`src/hw/rtl/sbt_pkg.sv`:
```
`timescale 1ns / 1ps
// ----------------------------------------------------------------------------
// sbt_pkg
// Types, codes and lookup functions of the source byte tokenizer.
// ----------------------------------------------------------------------------
package sbt_pkg;

  localparam int POS_BITS_DEF      = 16;
  localparam int KEYWORD_CHARS_DEF = 6;
  localparam int QUEUE_DEPTH       = 4;
  localparam int NUM_KW            = 14;

  typedef logic [5:0] kind_t;

  localparam kind_t K_ARROW    = 6'd15;
  localparam kind_t K_MINUS    = 6'd22;
  localparam kind_t K_CHAR     = 6'd23;
  localparam kind_t K_STR      = 6'd24;
  localparam kind_t K_IDENT    = 6'd25;
  localparam kind_t K_NUM      = 6'd26;
  localparam kind_t K_KW0      = 6'd27;
  localparam kind_t K_ERR      = 6'd41;
  localparam kind_t PUNCT_NONE = 6'h3F;

  localparam logic [7:0] CH_NL    = 8'h0A;
  localparam logic [7:0] CH_CR    = 8'h0D;
  localparam logic [7:0] CH_TAB   = 8'h09;
  localparam logic [7:0] CH_SP    = 8'h20;
  localparam logic [7:0] CH_GT    = 8'h3E;
  localparam logic [7:0] CH_SQ    = 8'h27;
  localparam logic [7:0] CH_DQ    = 8'h22;
  localparam logic [7:0] CH_MINUS = 8'h2D;

  typedef enum logic [2:0] {
    M_IDLE, M_MINUS, M_WORD, M_STR, M_CH1, M_CH2, M_HALT
  } lex_mode_e;

  typedef enum logic [3:0] {
    D_START, D_ZERO, D_DEC, D_DEC_E, D_DEC_X, D_ZX, D_HEX, D_HEX_P,
    D_HEX_X, D_INF, D_NAN, D_DEAD
  } dfa_e;

  typedef struct packed {
    kind_t       kind;
    logic [15:0] row;
    logic [15:0] col;
    logic [15:0] len;
  } token_t;

  // Tokens caused by one byte: tok0 first, tok1 only when two is set.
  typedef struct packed {
    token_t tok0;
    token_t tok1;
    logic   two;
  } tok_pair_t;

  function automatic logic [47:0] kw_text(input int k);
    logic [47:0] t;
    case (k)
      0:       t = 48'h0000_0000_6E66;
      1:       t = 48'h0000_6D75_6E65;
      2:       t = 48'h7463_7572_7473;
      3:       t = 48'h0000_0000_6669;
      4:       t = 48'h0065_6C69_6877;
      5:       t = 48'h6E72_7574_6572;
      6:       t = 48'h006B_6165_7262;
      7:       t = 48'h0000_6575_7274;
      8:       t = 48'h0065_736C_6166;
      9:       t = 48'h0000_6573_6C65;
      10:      t = 48'h0000_0074_756D;
      11:      t = 48'h0000_6C6C_756E;
      12:      t = 48'h6863_7469_7773;
      13:      t = 48'h0000_6573_6163;
      default: t = '0;
    endcase
    return t;
  endfunction

  function automatic logic [15:0] kw_len(input int k);
    logic [15:0] n;
    case (k)
      0, 3:             n = 16'd2;
      10:               n = 16'd3;
      1, 7, 9, 11, 13:  n = 16'd4;
      4, 6, 8:          n = 16'd5;
      2, 5, 12:         n = 16'd6;
      default:          n = 16'd0;
    endcase
    return n;
  endfunction

  function automatic logic [7:0] to_lower(input logic [7:0] c);
    return (c >= 8'h41 && c <= 8'h5A) ? c + 8'h20 : c;
  endfunction

  function automatic logic is_dig(input logic [7:0] c);
    return c >= 8'h30 && c <= 8'h39;
  endfunction

  function automatic logic is_hex(input logic [7:0] c);
    logic [7:0] l;
    l = to_lower(c);
    return is_dig(c) || (l >= 8'h61 && l <= 8'h66);
  endfunction

  function automatic logic is_blank(input logic [7:0] c);
    return c == CH_SP || c == CH_NL || c == CH_TAB || c == CH_CR;
  endfunction

  function automatic kind_t punct_code(input logic [7:0] c);
    kind_t p;
    case (c)
      8'h3A:   p = 6'd0;
      8'h23:   p = 6'd1;
      8'h3B:   p = 6'd2;
      8'h28:   p = 6'd3;
      8'h29:   p = 6'd4;
      8'h7B:   p = 6'd5;
      8'h7D:   p = 6'd6;
      8'h5B:   p = 6'd7;
      8'h5D:   p = 6'd8;
      8'h3D:   p = 6'd9;
      8'h21:   p = 6'd10;
      8'h25:   p = 6'd11;
      8'h2F:   p = 6'd12;
      8'h2C:   p = 6'd13;
      8'h7C:   p = 6'd14;
      8'h3E:   p = 6'd15;
      8'h3C:   p = 6'd16;
      8'h2A:   p = 6'd17;
      8'h26:   p = 6'd18;
      8'h2E:   p = 6'd19;
      8'h3F:   p = 6'd20;
      8'h2B:   p = 6'd21;
      8'h2D:   p = 6'd22;
      default: p = PUNCT_NONE;
    endcase
    return p;
  endfunction

  function automatic logic [7:0] inf_char(input logic [2:0] i);
    logic [7:0] ch;
    case (i)
      3'd0:    ch = 8'h69;
      3'd1:    ch = 8'h6E;
      3'd2:    ch = 8'h66;
      3'd3:    ch = 8'h69;
      3'd4:    ch = 8'h6E;
      3'd5:    ch = 8'h69;
      3'd6:    ch = 8'h74;
      default: ch = 8'h79;
    endcase
    return ch;
  endfunction

  function automatic logic [7:0] nan_char(input logic [1:0] i);
    return (i == 2'd1) ? 8'h61 : 8'h6E;
  endfunction

  // Number recognizer step; idx is the position of c within the word.
  function automatic dfa_e dfa_next(input dfa_e s, input logic [7:0] c,
                                    input logic [15:0] idx);
    logic [7:0] l;
    dfa_e       n;
    l = to_lower(c);
    n = D_DEAD;
    case (s)
      D_START: begin
        if (c == 8'h30) n = D_ZERO;
        else if (is_dig(c)) n = D_DEC;
        else if (l == 8'h69) n = D_INF;
        else if (l == 8'h6E) n = D_NAN;
      end
      D_ZERO: begin
        if (is_dig(c)) n = D_DEC;
        else if (l == 8'h78) n = D_ZX;
        else if (l == 8'h65) n = D_DEC_E;
      end
      D_DEC: begin
        if (is_dig(c)) n = D_DEC;
        else if (l == 8'h65) n = D_DEC_E;
      end
      D_DEC_E, D_DEC_X: begin
        if (is_dig(c)) n = D_DEC_X;
      end
      D_ZX: begin
        if (is_hex(c)) n = D_HEX;
      end
      D_HEX: begin
        if (is_hex(c)) n = D_HEX;
        else if (l == 8'h70) n = D_HEX_P;
      end
      D_HEX_P, D_HEX_X: begin
        if (is_dig(c)) n = D_HEX_X;
      end
      D_INF: begin
        if (idx < 16'd8 && l == inf_char(idx[2:0])) n = D_INF;
      end
      D_NAN: begin
        if (idx < 16'd3 && l == nan_char(idx[1:0])) n = D_NAN;
      end
      default: n = D_DEAD;
    endcase
    return n;
  endfunction

  function automatic kind_t word_kind(input logic [47:0] prefix,
                                      input logic [15:0] len, input dfa_e s);
    kind_t k;
    logic  hit;
    hit = 1'b0;
    k   = K_IDENT;
    for (int i = 0; i < NUM_KW; i++) begin
      if (!hit && len == kw_len(i) && prefix == kw_text(i)) begin
        hit = 1'b1;
        k   = 6'(int'(K_KW0) + i);
      end
    end
    if (!hit) begin
      case (s)
        D_ZERO, D_DEC, D_DEC_X, D_HEX, D_HEX_X: k = K_NUM;
        D_INF:   k = (len == 16'd3 || len == 16'd8) ? K_NUM : K_IDENT;
        D_NAN:   k = (len == 16'd3) ? K_NUM : K_IDENT;
        default: k = K_IDENT;
      endcase
    end
    return k;
  endfunction

endpackage

```
`src/hw/rtl/sbt_front.sv`:
```
`timescale 1ns / 1ps
// ----------------------------------------------------------------------------
// sbt_front
// Lexer front end: classifies each byte, tracks position and token state,
// and pushes the tokens each byte causes into the queue as one pair.
// ----------------------------------------------------------------------------
module sbt_front import sbt_pkg::*; #(
  parameter int POS_BITS      = POS_BITS_DEF,
  parameter int KEYWORD_CHARS = KEYWORD_CHARS_DEF
) (
  input  logic       clk_i,
  input  logic       rst_ni,
  input  logic       accept_i,
  input  logic [7:0] byte_i,
  input  logic       fin_i,
  output logic       push_o,
  output tok_pair_t  pair_o
);

  localparam int PW = KEYWORD_CHARS * 8;
  localparam logic [POS_BITS-1:0] POS_MAX = '1;
  localparam logic [POS_BITS-1:0] POS_ONE = POS_BITS'(1);

  lex_mode_e           mode_q, mode_d;
  logic [POS_BITS-1:0] row_q, row_d, col_q, col_d;
  logic [POS_BITS-1:0] srow_q, srow_d, scol_q, scol_d;
  logic [15:0]         len_q, len_d;
  logic [PW-1:0]       pre_q, pre_d;
  dfa_e                dfa_q, dfa_d;

  logic          blank, sep, redo, is_word, in_word;
  kind_t         pc;
  logic [PW-1:0] base_pre, add_pre, kw_pre;
  logic [15:0]   base_len, add_len, kw_len_s;
  dfa_e          base_dfa, add_dfa, kw_dfa;
  kind_t         wk;
  logic          a_v, b_v;
  token_t        tok_a, tok_b;
  lex_mode_e     idle_mode;

  function automatic logic [15:0] pos_out(input logic [POS_BITS-1:0] v);
    logic [POS_BITS+15:0] e;
    e = {16'd0, v};
    return (|e[POS_BITS+15:16]) ? 16'hFFFF : e[15:0];
  endfunction

  assign blank   = is_blank(byte_i);
  assign pc      = punct_code(byte_i);
  assign sep     = blank || byte_i == CH_SQ || byte_i == CH_DQ || pc != PUNCT_NONE;
  assign in_word = (mode_q == M_WORD);
  assign redo    = (mode_q == M_IDLE) || (mode_q == M_MINUS && byte_i != CH_GT)
                   || (in_word && sep);
  assign is_word = !sep;

  // Word accumulation, shared by a running word and a fresh one
  assign base_pre = in_word ? pre_q : '0;
  assign base_len = in_word ? len_q : 16'd0;
  assign base_dfa = in_word ? dfa_q : D_START;

  always_comb begin
    add_pre = base_pre;
    for (int i = 0; i < KEYWORD_CHARS; i++) begin
      if (base_len == 16'(i)) add_pre[i*8 +: 8] = byte_i;
    end
  end

  assign add_len  = (base_len == 16'hFFFF) ? base_len : base_len + 16'd1;
  assign add_dfa  = dfa_next(base_dfa, byte_i, base_len);
  assign kw_pre   = (in_word && sep) ? pre_q : add_pre;
  assign kw_len_s = (in_word && sep) ? len_q : add_len;
  assign kw_dfa   = (in_word && sep) ? dfa_q : add_dfa;
  assign wk       = word_kind(kw_pre[47:0], kw_len_s, kw_dfa);

  // Mode that a byte seen between tokens leaves behind
  always_comb begin
    if (blank) idle_mode = M_IDLE;
    else if (byte_i == CH_MINUS) idle_mode = M_MINUS;
    else if (byte_i == CH_SQ) idle_mode = M_CH1;
    else if (byte_i == CH_DQ) idle_mode = M_STR;
    else if (pc != PUNCT_NONE) idle_mode = M_IDLE;
    else idle_mode = M_WORD;
  end

  // Next state
  always_comb begin
    mode_d = mode_q;
    case (mode_q)
      M_IDLE, M_MINUS: mode_d = redo ? idle_mode : M_IDLE;
      M_WORD:          mode_d = sep ? idle_mode : M_WORD;
      M_STR:           mode_d = (byte_i == CH_DQ || fin_i) ? M_IDLE : M_STR;
      M_CH1:           mode_d = fin_i ? M_HALT : M_CH2;
      M_CH2:           mode_d = (byte_i == CH_SQ) ? M_IDLE : M_HALT;
      M_HALT:          mode_d = M_HALT;
      default:         mode_d = M_IDLE;
    endcase
    if (fin_i) mode_d = M_IDLE;
  end

  // Tokens and data registers
  always_comb begin
    a_v   = 1'b0;
    tok_a = '{kind: K_ERR, row: pos_out(srow_q), col: pos_out(scol_q), len: 16'd0};
    b_v   = 1'b0;
    tok_b = '{kind: pc, row: pos_out(row_q), col: pos_out(col_q), len: 16'd1};

    srow_d = srow_q;
    scol_d = scol_q;
    len_d  = len_q;
    pre_d  = pre_q;
    dfa_d  = dfa_q;

    case (mode_q)
      M_MINUS: begin
        a_v        = 1'b1;
        tok_a.kind = (byte_i == CH_GT) ? K_ARROW : K_MINUS;
        tok_a.len  = (byte_i == CH_GT) ? 16'd2 : 16'd1;
      end
      M_WORD: begin
        if (sep) begin
          a_v        = 1'b1;
          tok_a.kind = wk;
          tok_a.len  = len_q;
        end else begin
          pre_d = add_pre;
          len_d = add_len;
          dfa_d = add_dfa;
          if (fin_i) begin
            a_v        = 1'b1;
            tok_a.kind = wk;
            tok_a.len  = add_len;
          end
        end
      end
      M_STR: begin
        if (byte_i == CH_DQ || fin_i) begin
          a_v        = 1'b1;
          tok_a.kind = K_STR;
          tok_a.len  = (len_q == 16'hFFFF) ? len_q : len_q + 16'd1;
        end else if (len_q != 16'hFFFF) begin
          len_d = len_q + 16'd1;
        end
      end
      M_CH1: begin
        a_v = fin_i;
      end
      M_CH2: begin
        a_v = 1'b1;
        if (byte_i == CH_SQ) begin
          tok_a.kind = K_CHAR;
          tok_a.len  = 16'd1;
        end
      end
      default: a_v = 1'b0;
    endcase

    if (redo && !blank) begin
      srow_d = row_q;
      scol_d = col_q;
      len_d  = 16'd0;
      if (byte_i == CH_MINUS) begin
        b_v        = fin_i;
        tok_b.kind = K_MINUS;
      end else if (byte_i == CH_SQ) begin
        b_v        = fin_i;
        tok_b.kind = K_ERR;
        tok_b.len  = 16'd0;
      end else if (byte_i == CH_DQ) begin
        b_v        = fin_i;
        tok_b.kind = K_STR;
        tok_b.len  = 16'd0;
      end else if (pc != PUNCT_NONE) begin
        b_v = 1'b1;
      end else if (is_word) begin
        pre_d      = add_pre;
        len_d      = add_len;
        dfa_d      = add_dfa;
        b_v        = fin_i;
        tok_b.kind = wk;
        tok_b.len  = add_len;
      end
    end

    if (byte_i == CH_NL) begin
      row_d = (row_q == POS_MAX) ? row_q : row_q + POS_ONE;
      col_d = POS_ONE;
    end else begin
      row_d = row_q;
      col_d = (col_q == POS_MAX) ? col_q : col_q + POS_ONE;
    end

    // End of input: start over as after reset
    if (fin_i) begin
      row_d  = POS_ONE;
      col_d  = POS_ONE;
      srow_d = POS_ONE;
      scol_d = POS_ONE;
      len_d  = 16'd0;
      pre_d  = '0;
      dfa_d  = D_START;
    end
  end

  assign pair_o.tok0 = a_v ? tok_a : tok_b;
  assign pair_o.tok1 = tok_b;
  assign pair_o.two  = a_v && b_v;
  assign push_o      = accept_i && (a_v || b_v);

  always_ff @(posedge clk_i or negedge rst_ni) begin
    if (!rst_ni) begin
      mode_q <= M_IDLE;
      row_q  <= POS_ONE;
      col_q  <= POS_ONE;
      srow_q <= POS_ONE;
      scol_q <= POS_ONE;
      len_q  <= 16'd0;
      pre_q  <= '0;
      dfa_q  <= D_START;
    end else if (accept_i) begin
      mode_q <= mode_d;
      row_q  <= row_d;
      col_q  <= col_d;
      srow_q <= srow_d;
      scol_q <= scol_d;
      len_q  <= len_d;
      pre_q  <= pre_d;
      dfa_q  <= dfa_d;
    end
  end

endmodule

```
`src/hw/rtl/sbt_queue.sv`:
```
`timescale 1ns / 1ps
// ----------------------------------------------------------------------------
// sbt_queue
// Short queue of token pairs between the lexer front end and the output.
// ----------------------------------------------------------------------------
module sbt_queue import sbt_pkg::*; (
  input  logic      clk_i,
  input  logic      rst_ni,
  input  logic      push_i,
  input  tok_pair_t pair_i,
  output logic      ready_o,
  input  logic      pop_i,
  output tok_pair_t head_o,
  output logic      nonempty_o
);

  localparam int AW = $clog2(QUEUE_DEPTH);

  tok_pair_t     mem_q [QUEUE_DEPTH];
  logic [AW-1:0] wr_q, wr_d, rd_q, rd_d;
  logic [AW:0]   cnt_q, cnt_d;

  assign ready_o    = cnt_q != (AW+1)'(QUEUE_DEPTH);
  assign nonempty_o = cnt_q != '0;
  assign head_o     = mem_q[rd_q];

  always_comb begin
    wr_d  = wr_q;
    rd_d  = rd_q;
    cnt_d = cnt_q;
    if (push_i) wr_d = (wr_q == AW'(QUEUE_DEPTH - 1)) ? '0 : wr_q + 1'b1;
    if (pop_i) rd_d = (rd_q == AW'(QUEUE_DEPTH - 1)) ? '0 : rd_q + 1'b1;
    if (push_i && !pop_i) cnt_d = cnt_q + 1'b1;
    else if (pop_i && !push_i) cnt_d = cnt_q - 1'b1;
  end

  always_ff @(posedge clk_i or negedge rst_ni) begin
    if (!rst_ni) begin
      wr_q  <= '0;
      rd_q  <= '0;
      cnt_q <= '0;
    end else begin
      wr_q  <= wr_d;
      rd_q  <= rd_d;
      cnt_q <= cnt_d;
    end
  end

  always_ff @(posedge clk_i) begin
    if (push_i) mem_q[wr_q] <= pair_i;
  end

endmodule

```
`src/hw/rtl/sbt_back.sv`:
```
`timescale 1ns / 1ps
// ----------------------------------------------------------------------------
// sbt_back
// Output stage: holds one token pair and hands its tokens out one at a time.
// ----------------------------------------------------------------------------
module sbt_back import sbt_pkg::*; (
  input  logic      clk_i,
  input  logic      rst_ni,
  input  tok_pair_t head_i,
  input  logic      nonempty_i,
  output logic      pop_o,
  output logic      out_valid_o,
  input  logic      out_ready_i,
  output token_t    tok_o,
  output logic      last_o
);

  tok_pair_t pair_q;
  logic      valid_q, valid_d, sel_q, sel_d;
  logic      fire;

  assign tok_o       = sel_q ? pair_q.tok1 : pair_q.tok0;
  assign last_o      = sel_q || !pair_q.two;
  assign out_valid_o = valid_q;
  assign fire        = valid_q && out_ready_i;
  assign pop_o       = nonempty_i && (!valid_q || (fire && last_o));

  always_comb begin
    valid_d = valid_q;
    sel_d   = sel_q;
    if (pop_o) begin
      valid_d = 1'b1;
      sel_d   = 1'b0;
    end else if (fire) begin
      // advance to the second token, or drop the finished pair
      valid_d = !last_o;
      sel_d   = !last_o;
    end
  end

  always_ff @(posedge clk_i or negedge rst_ni) begin
    if (!rst_ni) begin
      valid_q <= 1'b0;
      sel_q   <= 1'b0;
    end else begin
      valid_q <= valid_d;
      sel_q   <= sel_d;
    end
  end

  always_ff @(posedge clk_i) begin
    if (pop_o) pair_q <= head_i;
  end

endmodule

```
`src/hw/rtl/source_byte_tokenizer.sv`:
```
`timescale 1ns / 1ps
// ----------------------------------------------------------------------------
// source_byte_tokenizer
// Streaming lexer: source bytes in, tokens (kind, row, column, length) out.
// ----------------------------------------------------------------------------
//  channel  dir  handshake              payload
//  in       in   in_valid_i/in_ready_o  source_byte_i, final_byte_i
//  out      out  out_valid_o/out_ready_i token_kind_o, token_row_o,
//                                       token_col_o, token_length_o,
//                                       last_of_run_o
//
// One byte is taken per cycle while the queue has room; the front end finishes
// a byte in the cycle it is accepted. A token passes the queue, then the
// output register, which sends one token per cycle while out_ready_i is high.
// A byte causing two tokens sends both; the 4-entry queue absorbs this.
// in_ready_o falls only when the queue is full. Reset needs no clearing pass.
// ----------------------------------------------------------------------------
module source_byte_tokenizer import sbt_pkg::*; #(
  parameter int POS_BITS      = POS_BITS_DEF,
  parameter int KEYWORD_CHARS = KEYWORD_CHARS_DEF
) (
  input  logic        clk_i,
  input  logic        rst_ni,
  input  logic        in_valid_i,
  output logic        in_ready_o,
  input  logic [7:0]  source_byte_i,
  input  logic        final_byte_i,
  output logic        out_valid_o,
  input  logic        out_ready_i,
  output logic [5:0]  token_kind_o,
  output logic [15:0] token_row_o,
  output logic [15:0] token_col_o,
  output logic [15:0] token_length_o,
  output logic        last_of_run_o
);

  logic      push, pop, nonempty, accept;
  tok_pair_t pair, head;
  token_t    tok;

  assign accept = in_valid_i && in_ready_o;

  sbt_front #(
    .POS_BITS      (POS_BITS),
    .KEYWORD_CHARS (KEYWORD_CHARS)
  ) u_front (
    .clk_i    (clk_i),
    .rst_ni   (rst_ni),
    .accept_i (accept),
    .byte_i   (source_byte_i),
    .fin_i    (final_byte_i),
    .push_o   (push),
    .pair_o   (pair)
  );

  sbt_queue u_queue (
    .clk_i      (clk_i),
    .rst_ni     (rst_ni),
    .push_i     (push),
    .pair_i     (pair),
    .ready_o    (in_ready_o),
    .pop_i      (pop),
    .head_o     (head),
    .nonempty_o (nonempty)
  );

  sbt_back u_back (
    .clk_i       (clk_i),
    .rst_ni      (rst_ni),
    .head_i      (head),
    .nonempty_i  (nonempty),
    .pop_o       (pop),
    .out_valid_o (out_valid_o),
    .out_ready_i (out_ready_i),
    .tok_o       (tok),
    .last_o      (last_of_run_o)
  );

  assign token_kind_o   = tok.kind;
  assign token_row_o    = tok.row;
  assign token_col_o    = tok.col;
  assign token_length_o = tok.len;

endmodule

```
`config.mk`:
```
export PLATFORM = sky130hd
export DESIGN_NAME = source_byte_tokenizer
export DESIGN_NICKNAME = d
export VERILOG_FILES = /design/src/hw/rtl/sbt_pkg.sv /design/src/hw/rtl/sbt_front.sv /design/src/hw/rtl/sbt_queue.sv /design/src/hw/rtl/sbt_back.sv /design/src/hw/rtl/source_byte_tokenizer.sv
export SDC_FILE = /design/constraint.sdc
export NUM_CORES = 1
export LEC_CHECK = 0
export BUFFER_PORTS_ARGS = -buffer_cell sky130_fd_sc_hd__buf_2
export CORE_MARGIN = 2
export CORE_UTILIZATION = 35
export CTS_BUF_LIST = sky130_fd_sc_hd__clkbuf_8
export DETAILED_ROUTE_END_ITERATION = 8
export MAX_ROUTING_LAYER = met4
export PLACE_DENSITY = 0.47
export REMOVE_ABC_BUFFERS = 1
export SLEW_MARGIN = 20
export SYNTH_ARGS = -nofsm -noshare
export SYNTH_HDL_FRONTEND = slang
export SYNTH_SLANG_ARGS = --single-unit
```
`constraint.sdc`:
```
create_clock -name clk_i -period 13.79 [get_ports clk_i]
set_input_delay 0.6895 -clock clk_i [delete_from_list [all_inputs] [get_ports clk_i]]
set_output_delay 0.6895 -clock clk_i [all_outputs]
set_load 0.03 [all_outputs]
```
; ---- Word level (Yosys, flattened, before mapping)
; Memory sizes are Yosys's and may differ from the RTL's. A register that Yosys moved wholly into a read port is not among the register bits.
; Index checks and enable logic that the tools add are counted.
[op_classes]
mux = 162
n_mul = 0
n_eq_ne = 107
div_mod_pow = 0
bitwise_logic = 0
n_addsub = 9
order_cmp = 8
shifts = 0
reduce_logical = 97
[op_table]
columns = op, n
row1 = 2-to-1 mux 16 bit, 33
row2 = 2-to-1 mux 48 bit, 11
row3 = "equality test 48 x 31 -> 1 bit, second input constant", 5
row4 = "equality test 8 x 6 -> 1 bit, second input constant", 22
row5 = "equality test 48 x 39 -> 1 bit, second input constant", 3
row6 = "equality test 48 x 47 -> 1 bit, second input constant", 3
row7 = case mux 6 bit (23 select lines), 1
row8 = 2-to-1 mux 6 bit, 20
row9 = 2-to-1 mux 54 bit, 2
row10 = "equality test 48 x 15 -> 1 bit, second input constant", 2
row11 = 2-to-1 mux 4 bit, 23
row12 = "equality test 16 x 3 -> 1 bit, second input constant", 5
row13 = "equality test 8 x 7 -> 1 bit, second input constant", 10
row14 = "adder 16 x 1 -> 16 bit, second input constant", 4
row15 = "equality test 16 bit, second input constant", 4
row16 = "equality test 16 x 2 -> 1 bit, second input constant", 4
row17 = 2-to-1 mux 8 bit, 8
row18 = case mux 16 bit (4 select lines), 1
row19 = "equality test 48 x 23 -> 1 bit, second input constant", 1
row20 = logical AND 1 bit, 43
row21 = 2-to-1 mux 3 bit, 14
row22 = case mux 4 bit (9 select lines), 1
row23 = case mux 16 bit (2 select lines), 1
row24 = 2-to-1 mux 1 bit, 31
row25 = other kinds (52), 131
[totals]
output_inout_bits = 57
ram_bits = 436
ff_bits = 144
mem_bits_ro = 0
mem_count = 1
in_bits = 13
elab_cells = 397
latchBits = 0
[mem_list]
columns = name, depth, width, read_ports, rd_ports_with_merged_regs, write_ports, line_no
row1 = u_queue.mem_q, 4, 109, 1, 1, 1, sbt_queue.sv:19  ; tok_pair_t mem_q [QUEUE_DEPTH];

; ---- Longest topological paths before layout
; Gate-level depths: netlist of the first run.
[depth]
word_depth = 72
mapped_depth = 24
ltp_nobuf = 17

; ---- By module
; Synthesis of the first run repeated with hierarchy kept, for this count alone.
[unflattened]
hier_cells = 2495
area_unflattened_um2 = 33026.7
[modules_own_cells]
columns = mod, area_per_inst_um2, instances, cells_each, seq_area_each_um2
row1 = sbt_queue, 16148.0, 1, 606, 13267.7
row2 = sbt_front, 12640.9, 1, 1709, 3383.2
row3 = sbt_back, 4231.6, 1, 179, 3323.2
row4 = source_byte_tokenizer, 6.3, 1, 1, 0.0

; ---- Worst setup path before layout of the first run
; Ideal clock, no wire load.
[synth_path]
kind = register -> register
from = register u_back.sel_q
to = register u_queue.cnt_q[1]
n_path_buf = 0
slack_ns = 6.139
t_arrival_ns = 7.526
synth_period_minus_slack_ns = 7.651
t_required_ns = 13.665
path_stages_with_launch = 9
setup_ns = 0.125
cell_sequence = dfrtp_1 -> nand2b_1 -> nand2_1 -> a21oi_1 -> inv_1 -> ha_1 -> inv_1 -> fa_1 -> mux2_2
[synth_via]
elab_chain_cells = 7
elab_cells_between_ends = 9
cone_classes = mux (1) / reduce/logical (8)
[synth_rtl]
columns = element, line_no
row1 = start: declaration, sbt_back.sv:19  ; logic valid_q, valid_d, sel_q, sel_d;
row2 = start signal: assignment, sbt_back.sv:47  ; sel_q <= sel_d;
row3 = logical OR 1 bit, sbt_back.sv:23  ; assign last_o = sel_q || !pair_q.two;
row4 = via last_of_run_o, source_byte_tokenizer.sv:34  ; output logic last_of_run_o
row5 = logical AND 1 bit, sbt_back.sv:26  ; assign pop_o = nonempty_i && (!valid_q || (fire && last_o));
row6 = logical OR 1 bit, sbt_back.sv:26
row7 = logical AND 1 bit, sbt_back.sv:26
row8 = via pop, source_byte_tokenizer.sv:37  ; logic push, pop, nonempty, accept;
row9 = zero test 1 bit, sbt_queue.sv:33  ; if (push_i && !pop_i) cnt_d = cnt_q + 1'b1;
row10 = logical AND 1 bit, sbt_queue.sv:33
row11 = 2-to-1 mux 3 bit, sbt_queue.sv:33
row12 = via u_queue.cnt_d[1], sbt_queue.sv:21  ; logic [AW:0] cnt_q, cnt_d;
row13 = end signal: assignment, sbt_queue.sv:45  ; cnt_q <= cnt_d;
row14 = end: declaration, sbt_queue.sv:21
; The timed path passes the listed nets, and every way through them passes these cells.
; A chain may end at the register's enable or synchronous reset.

==> results of run 1 <==
worst max-delay path, delay by kind of cell (launching register included):
kind / cells / cell delay [ps]
AND/OR/NAND/NOR: 10 / 2890
AO/OA/AOI/OAI: 5 / 1620
flip-flops: 1 / 690
buffers and inverters: 2 / 670
adder cells (fa/ha/maj): 1 / 640
final cells by class:
cell class / count / area share
Antenna cell: 3 / 0.0002035
Clock buffer: 136 / 0.05075
Clock inverter: 84 / 0.01313
Inverter: 27 / 0.002748
Multi-Input combinational cell: 1592 / 0.3286
Sequential cell: 689 / 0.5418
Tap cell: 1243 / 0.04217
Timing Repair Buffer: 123 / 0.02059
what timing repair did:
item / CTS / global route
endpoints found under the hold margin: 50 / 0
hold buffers: 1 / 0
buffers inserted: 0 / 0
synth_stat cells (15+ instances only):
master and number:
a22oi_1 18, o21ai_0 127, nor3_1 61, nand2_1 160
a22o_1 74, and2_1 25, inv_1 23, nor2b_1 23
a211oi_1 18, mux4_2 109, nand3_1 70, buf_1 24
ha_1 16, nor4_1 29, edfxtp_1 545, nor2_1 169
or2_2 15, dfrtp_1 140, xnor2_1 15, mux2_2 94
xor2_1 23, a31oi_1 28, clkbuf_1 90, a21oi_1 82
nand4_1 39, and3_1 27, buf_2 36
path summary, 6_finish.rpt:
kind                                                from                         endpoint  slack (ps)  cells past startpoint
max                        u_front.mode_q[1]$_DFFE_PN0P_  u_queue.mem_q[3][103]$_DFFE_PP_        6990                     18
min                                          out_ready_i         u_back.sel_q$_DFFE_PN0P_         240                      3
max reg2reg                u_front.mode_q[1]$_DFFE_PN0P_  u_queue.mem_q[3][103]$_DFFE_PP_        6990                     18
min reg2reg                u_front.srow_q[2]$_DFFE_PN0P_    u_front.srow_q[2]$_DFFE_PN0P_         490                      2
max in group asynchronous                         rst_ni         u_back.sel_q$_DFFE_PN0P_       11470                      4
min in group asynchronous                         rst_ni     u_front.pre_q[5]$_DFFE_PN0P_         470                      2
layer usage:
layer | GRT usage | wire length [um]
met1 | 0.2763 | 42790
met2 | 0.3485 | 49260
met3 | 0.03809 | 5643
met4 | 0.07756 | 3215
met5 | - | 0
kinds of logic (layout without fill, tap and decap cells):
| kind of cell | count (synthesis) | in the layout | synth area share |
|---|---|---|---|
| other | 1 | 55 | 0.0001151 |
| muxes | 218 | 218 | 0.1125 |
| buffers and inverters | 181 | 370 | 0.02285 |
| and+or+nand+nor | 732 | 732 | 0.1188 |
| DFF | 689 | 689 | 0.6132 |
| xor gates and xnor gates | 38 | 38 | 0.01022 |
| adders and majority gates | 17 | 17 | 0.006760 |
| AOI/OAI and AO/OA | 535 | 535 | 0.1156 |
sequential cells by signal (all words and copies together), names as in the netlist, 3 cells and up:
register and flops:
u_queue.cnt_q 3, u_front.dfa_q 4, u_front.pre_q 48, u_queue.mem_q 436, u_front.col_q 16, u_front.mode_q 3
u_front.len_q 16, u_back.pair_q 109, u_front.srow_q 16, u_front.row_q 16, u_front.scol_q 16
power breakdown:
group / total, mW / internal, mW / switching [mW]
clock: 1.80 / 0.946 / 0.853
sequential: 2.99 / 2.77 / 0.222
combinational: 1.93 / 0.716 / 1.22
==> metrics.md, run 1 <==
| Metric | Value |
|---|---|
| Status | `finished clean` |
| Initial Util | `0.3543` |
| Setup crit start kind | `flip-flop` |
| Final hold slack | `approximately 240 ps` |
| Minimum clock period | `6803 ps` |
| Part of the cycle the worst path needs | `0.4933` |
| Final Core Density | `0.4012` |
| HPWL after DPL | `65400 um` |
| Final Skew | `63.02 ps` |
| Asr flop ratio synth | `0.2090` |
| Gpl congestion | `~1` |
| Worst Hold Class | `input pin to flip-flop` |
| Syn avg cell area | `~14 sq um` |
| Sequential area share after synthesis | `0.6132` |
| Setup ws final | `6987 ps` |
| Vias per cell | `5.697` |
| Final setup vio count | `0` |
| CTS Buf Count | `115` |
| Cell area after synthesis | `32580 sq um` |
| Via count | `22.20k` |
| Gr ovfl total | `0` |
| Most frequent cells in the layout | `edfxtp_1, nor2_1, nand2_1, dfrtp_1, clkbuf_8` |
| P&R area growth vs syn | `13.22%` |
| Die height | `between 300 and 400 um` |
| Area of the multi-input gates | `about 12000 sq um` |
| DRT antenna net count | `0` |
| Drt initial violations | `1931` |
| DRC errors left | `0` |
| Final Instance Area | `~37000 sq um` |
| Largest net degree at the start of global routing | `72` |
| Worst IR Drop VDD | `just under 0.0001 V` |
| Fmax | `147.0 MHz` |
| Slowest CP cell | `dfrtp_1` |
| Routed wire length | `~100000 um` |
| Largest cells by area after synthesis | `edfxtp_1, dfrtp_1, mux4_2` |
| RSZ-0062 raised after global routing | `no` |
| PnR Total Power | `~6.7 mW` |
| Commonest non-fill, non-tap cell in the layout | `edfxtp_1` |
| Maxcap violations | `0` |
| Top Ports | `70` |
| Worst EP arrival | `about 7300 ps` |
| Total track usage | `0.2169` |
| Row cnt | `around 110` |
| Ys Warns | `0` |
| IO buf count | `69` |
| Number of enable flip-flop cells after synthesis | `545` |
| Clock Latency Late Sink | `790 ps` |
| CP cell instances | `nor3b_4 > buf_4 > nand2_1 > inv_1 > ha_1 > nand4_1 > nor4_2 > and4bb_1 > nor3_1 > nand3b_1 > o41a_1 > a2111oi_2 > nor4b_1 > a22oi_1 > and4_4 > nand3_2 > o21ai_2 > a222oi_1` |
| #FFs+latches synth | `689` |
| Worst-case clock buffer depth | `3` |
| Placed Cells | `3673` |
| CP peak stage delay | `690 ps` |
| Pre-CTS WS | `~7000 ps` |
| Share of cells above drive strength 1 | `0.2127` |
| Antenna violations before repair | `3` |
| Final cell count without fillers | `3897` |
| Pleak | `12.99 nW` |
| H-tree depth | `3` |
| CP required | `14310 ps` |
| Routed len/inst | `25.89 um` |
| Worst Setup End Kind | `flip-flop` |
| Nets | `around 2.6k` |
| First-pass GRT wire length | `149300 um` |
| Worst Tran Pin Value | `1060 ps` |
| CP Class | `flip-flop to flip-flop` |
| DIE WIDTH | `309.1 um` |
| Post-cts resize count | `0` |
| Slew HR | `0.2931` |
| # fillers | `slightly below 9k` |
| Final Hold Viols | `0` |
| Clock sink total | `approximately 690` |
| Setup TNS | `0 ps` |
| Die footprint | `95530 sq um` |
| Post-synth top flop | `edfxtp_1` |
| Yosys top cell area share | `0.5024` |
| Root Buffer | `clkbuf_8` |
| Power density of the placed cells | `182.2 nW/um^2` |
| CTS tree | `done` |
| CTS clk-pin slew, worst paths | `60 ps` |
| Worst-path fanout max | `41` |
| Number of global-route vias before repair | `22.33k` |
| Area leader, netlist | `edfxtp_1` |
| Core area | `91940 sq um` |
| Mapped Cells | `approximately 2.4k` |
| Max-slew violations | `0` |
| Reg area | `19980 sq um` |
| Area after DPL | `34510 sq um` |
| DRT Pass-1 Iters | `6` |
| Post-synthesis cell type count | `117` |
No activity file was read; power rests on OpenSTA's default activity.
==> run 2: changes to the inputs <==
--- a/config.mk
+++ b/config.mk
@@ -11,7 +11,7 @@
 export CTS_BUF_LIST = sky130_fd_sc_hd__clkbuf_8
 export DETAILED_ROUTE_END_ITERATION = 8
 export MAX_ROUTING_LAYER = met4
-export PLACE_DENSITY = 0.47
+export PLACE_DENSITY = 0.48
 export REMOVE_ABC_BUFFERS = 1
 export SLEW_MARGIN = 20
 export SYNTH_ARGS = -nofsm -noshare
==> constraint.sdc (replaced) <==
create_clock -name clk_i -period 6.06 [get_ports clk_i]
set_input_delay 0.303 -clock clk_i [delete_from_list [all_inputs] [get_ports clk_i]]
set_output_delay 0.303 -clock clk_i [all_outputs]
set_load 0.03 [all_outputs]
==> metrics.md, run 2 (synthesis results as in run 1) <==
| Metric | Value |
|---|---|
| Status | `finished clean` |
| Antenna violations before repair | `2` |
| Setup crit start kind | `flip-flop` |
| Core area | `91940 sq um` |
| Nets | `around 2.7k` |
| Sw Ratio | `0.3406` |
| Number of global-route vias before repair | `22.90k` |
| Commonest non-fill, non-tap cell in the layout | `edfxtp_1` |
| CP cell instances | `nor3b_4 > nand2_1 > inv_1 > ha_1 > nand4_1 > nor4_2 > and4bb_1 > nor3_1 > nand3b_1 > o41a_1 > a2111oi_2 > nor4b_1 > a32oi_1 > and4_4 > nand3_2 > o21ai_2 > a222oi_1` |
| Crit path buf inv count | `1` |
| Top Ports | `70` |
| Routed len/inst | `between 20 and 30 um` |
| Share of cells above drive strength 1 | `0.2395` |
| Initial Util | `0.3543` |
| Worst Hold Class | `input pin to flip-flop` |
| Clock sink total | `689` |
| Setup TNS | `0 ps` |
| Drt initial violations | `1855` |
| CP Class | `flip-flop to flip-flop` |
| DRC errors left | `0` |
| Biggest regs | `u_queue.mem_q: 436 flops, u_back.pair_q: 109 flops, u_front.pre_q: 48 flops` |
| CTS Buf Count | `115` |
| CTS clk-pin slew, worst paths | `60 ps` |
| HPWL after DPL | `72100 um` |
| Clock share of power | `0.256` |
| Worst Setup End Kind | `flip-flop` |
| Fmax | `between 150 and 200 MHz` |
| P&R area growth vs syn | `16.34%` |
| Largest register FFs | `436` |
| Worst Tran Pin Value | `1088 ps` |
| Pleak | `~14 nW` |
| Final Instance Area | `37900 sq um` |
| Worst path top cell family by delay | `simple AND/OR/NAND/NOR gates` |
| Total track usage | `0.2308` |
| H-tree depth | `3` |
| First-pass GRT wire length | `157500 um` |
| Post-cts resize count | `0` |
| Psw | `5.220 mW` |
| DRT Pass-1 Iters | `5` |
| Gr ovfl total | `0` |
| Vias per cell | `5.621` |
| # fillers | `8663` |
| Die height | `309.1 um` |
| CTS tree | `done` |
| Area after DPL | `approximately 36000 sq um` |
| Final Skew | `67.97 ps` |
| P_int | `10.11 mW` |
| RSZ-0062 raised after global routing | `no` |
| Minimum clock period | `5122 ps` |
| Final setup vio count | `0` |
| Clock Latency Late Sink | `a little under 800 ps` |
| Reg with most FFs | `u_queue.mem_q` |
| DRT antenna net count | `0` |
| Row cnt | `111` |
| Final Hold Viols | `0` |
| IO buf count | `between 60 and 70` |
| PnR Total Power | `about 15 mW` |
| Die footprint | `95530 sq um` |
| Combinational fraction of design power | `0.302` |
| DIE WIDTH | `309.1 um` |
| Worst-case clock buffer depth | `3` |
| Most frequent cells in the layout | `edfxtp_1, nor2_1, nand2_1, dfrtp_1, buf_4` |
| Worst-path fanout max | `6` |
| Maxcap violations | `0` |
| CP peak stage delay | `550 ps` |
| Largest net degree at the start of global routing | `109` |
| Root Buffer | `clkbuf_8` |
| Gpl congestion | `0.9431` |
| Reg area | `19980 sq um` |
| Power density of the placed cells | `between 400 and 500 nW/um^2` |
| Sequential share of power | `0.442` |
| Area of the multi-input gates | `12110 sq um` |
| Max-slew violations | `0` |
| Slew HR | `0.2722` |
| Part of the cycle the worst path needs | `0.8453` |
| Worst IR Drop VDD | `0.0003592 V` |
| Slowest CP cell | `nor4_2` |
| Routed wire length | `106200 um` |
| Via count | `22.51k` |
| Worst EP arrival | `5620 ps` |
| CP required | `6560 ps` |
## run 2: cell count changes in the layout (fill, tap and decap cells not counted), moves of 2 or more
cell	previous run	this run
dlygate4sd3_1	1	8
clkbuf_8	136	131
inv_12	3	1
inv_1	67	73
buf_4	53	135
clkinv_1	19	16
inv_6	0	2
buf_12	0	23
## run 2: layout make-up
type                            count  share of cell area
Timing Repair Buffer              235             0.05028
Antenna cell                        2           0.0001321
Multi-Input combinational cell   1592              0.3194
Tap cell                         1243             0.04104
Inverter                           27            0.002674
Clock inverter                     86             0.01159
Sequential cell                   689              0.5273
Clock buffer                      131             0.04758
## run 2: metrics by stage
| step | util | setup slack (ps) | hold WS, ps | cells |
|---|---|---|---|---|
| global placement | 0.3866 | 811.4 | 239.8 | 3777 |
| global route | 0.4122 | 505.3 | 107.6 | 4005 |
| CTS | 0.4121 | 971.5 | 43.18 | 4003 |
| finish | 0.4122 | 937.6 | 145.7 | 4005 |
| floorplan | - | -2798 | 7.409 | 2308 |
| detailed placement | 0.3867 | 741.3 | 243.8 | 3777 |
## run 2: routing by layer
layer	wire [um]	part of all wire	global-route usage
met5	0	0	-
met3	5154	0.049	0.03364
met4	2736	0.026	0.06615
met2	51560	0.49	0.3726
met1	46710	0.44	0.3036
## run 2: power groups by stage
stage	clock network [mW]	registers, mW	logic [mW]
after floorplan	0	7.00	2.99
after global placement	0	6.84	4.69
after detailed placement	0	6.88	4.71
after CTS	4.10	6.79	4.74
after global routing	4.28	6.87	4.98
final	3.93	6.77	4.63
## run 2: worst paths after layout
kind | slack [ps] | cells after the start | to | startpoint
setup reg to reg | 940 | 17 | u_queue.mem_q[3][103]$_DFFE_PP_ | u_front.mode_q[2]$_DFFE_PN0P_
min in group asynchronous | 570 | 4 | u_front.pre_q[24]$_DFFE_PN0P_ | rst_ni
hold / removal | 150 | 2 | u_front.pre_q[27]$_DFFE_PN0P_ | source_byte_i[3]
max in group asynchronous | 4570 | 4 | u_back.sel_q$_DFFE_PN0P_ | rst_ni
hold reg to reg | 480 | 2 | u_front.srow_q[2]$_DFFE_PN0P_ | u_front.srow_q[2]$_DFFE_PN0P_
setup / recovery | 940 | 17 | u_queue.mem_q[3][103]$_DFFE_PP_ | u_front.mode_q[2]$_DFFE_PN0P_
## run 2: timing repair
action,CTS,global route
hold endpoints to repair,116,0
buffers inserted,0,0
hold buffers,9,0
## run 2: worst register-to-register path: stages (launching register included)
cell	delay (ps)
dfrtp_1	400
nor3b_4	240
nand2_1	160
inv_1	150
ha_1	190
nand4_1	250
nor4_2	550
and4bb_1	270
nor3_1	70
nand3b_1	280
o41a_1	540
a2111oi_2	350
nor4b_1	420
a32oi_1	220
and4_4	230
nand3_2	70
o21ai_2	60
a222oi_1	450
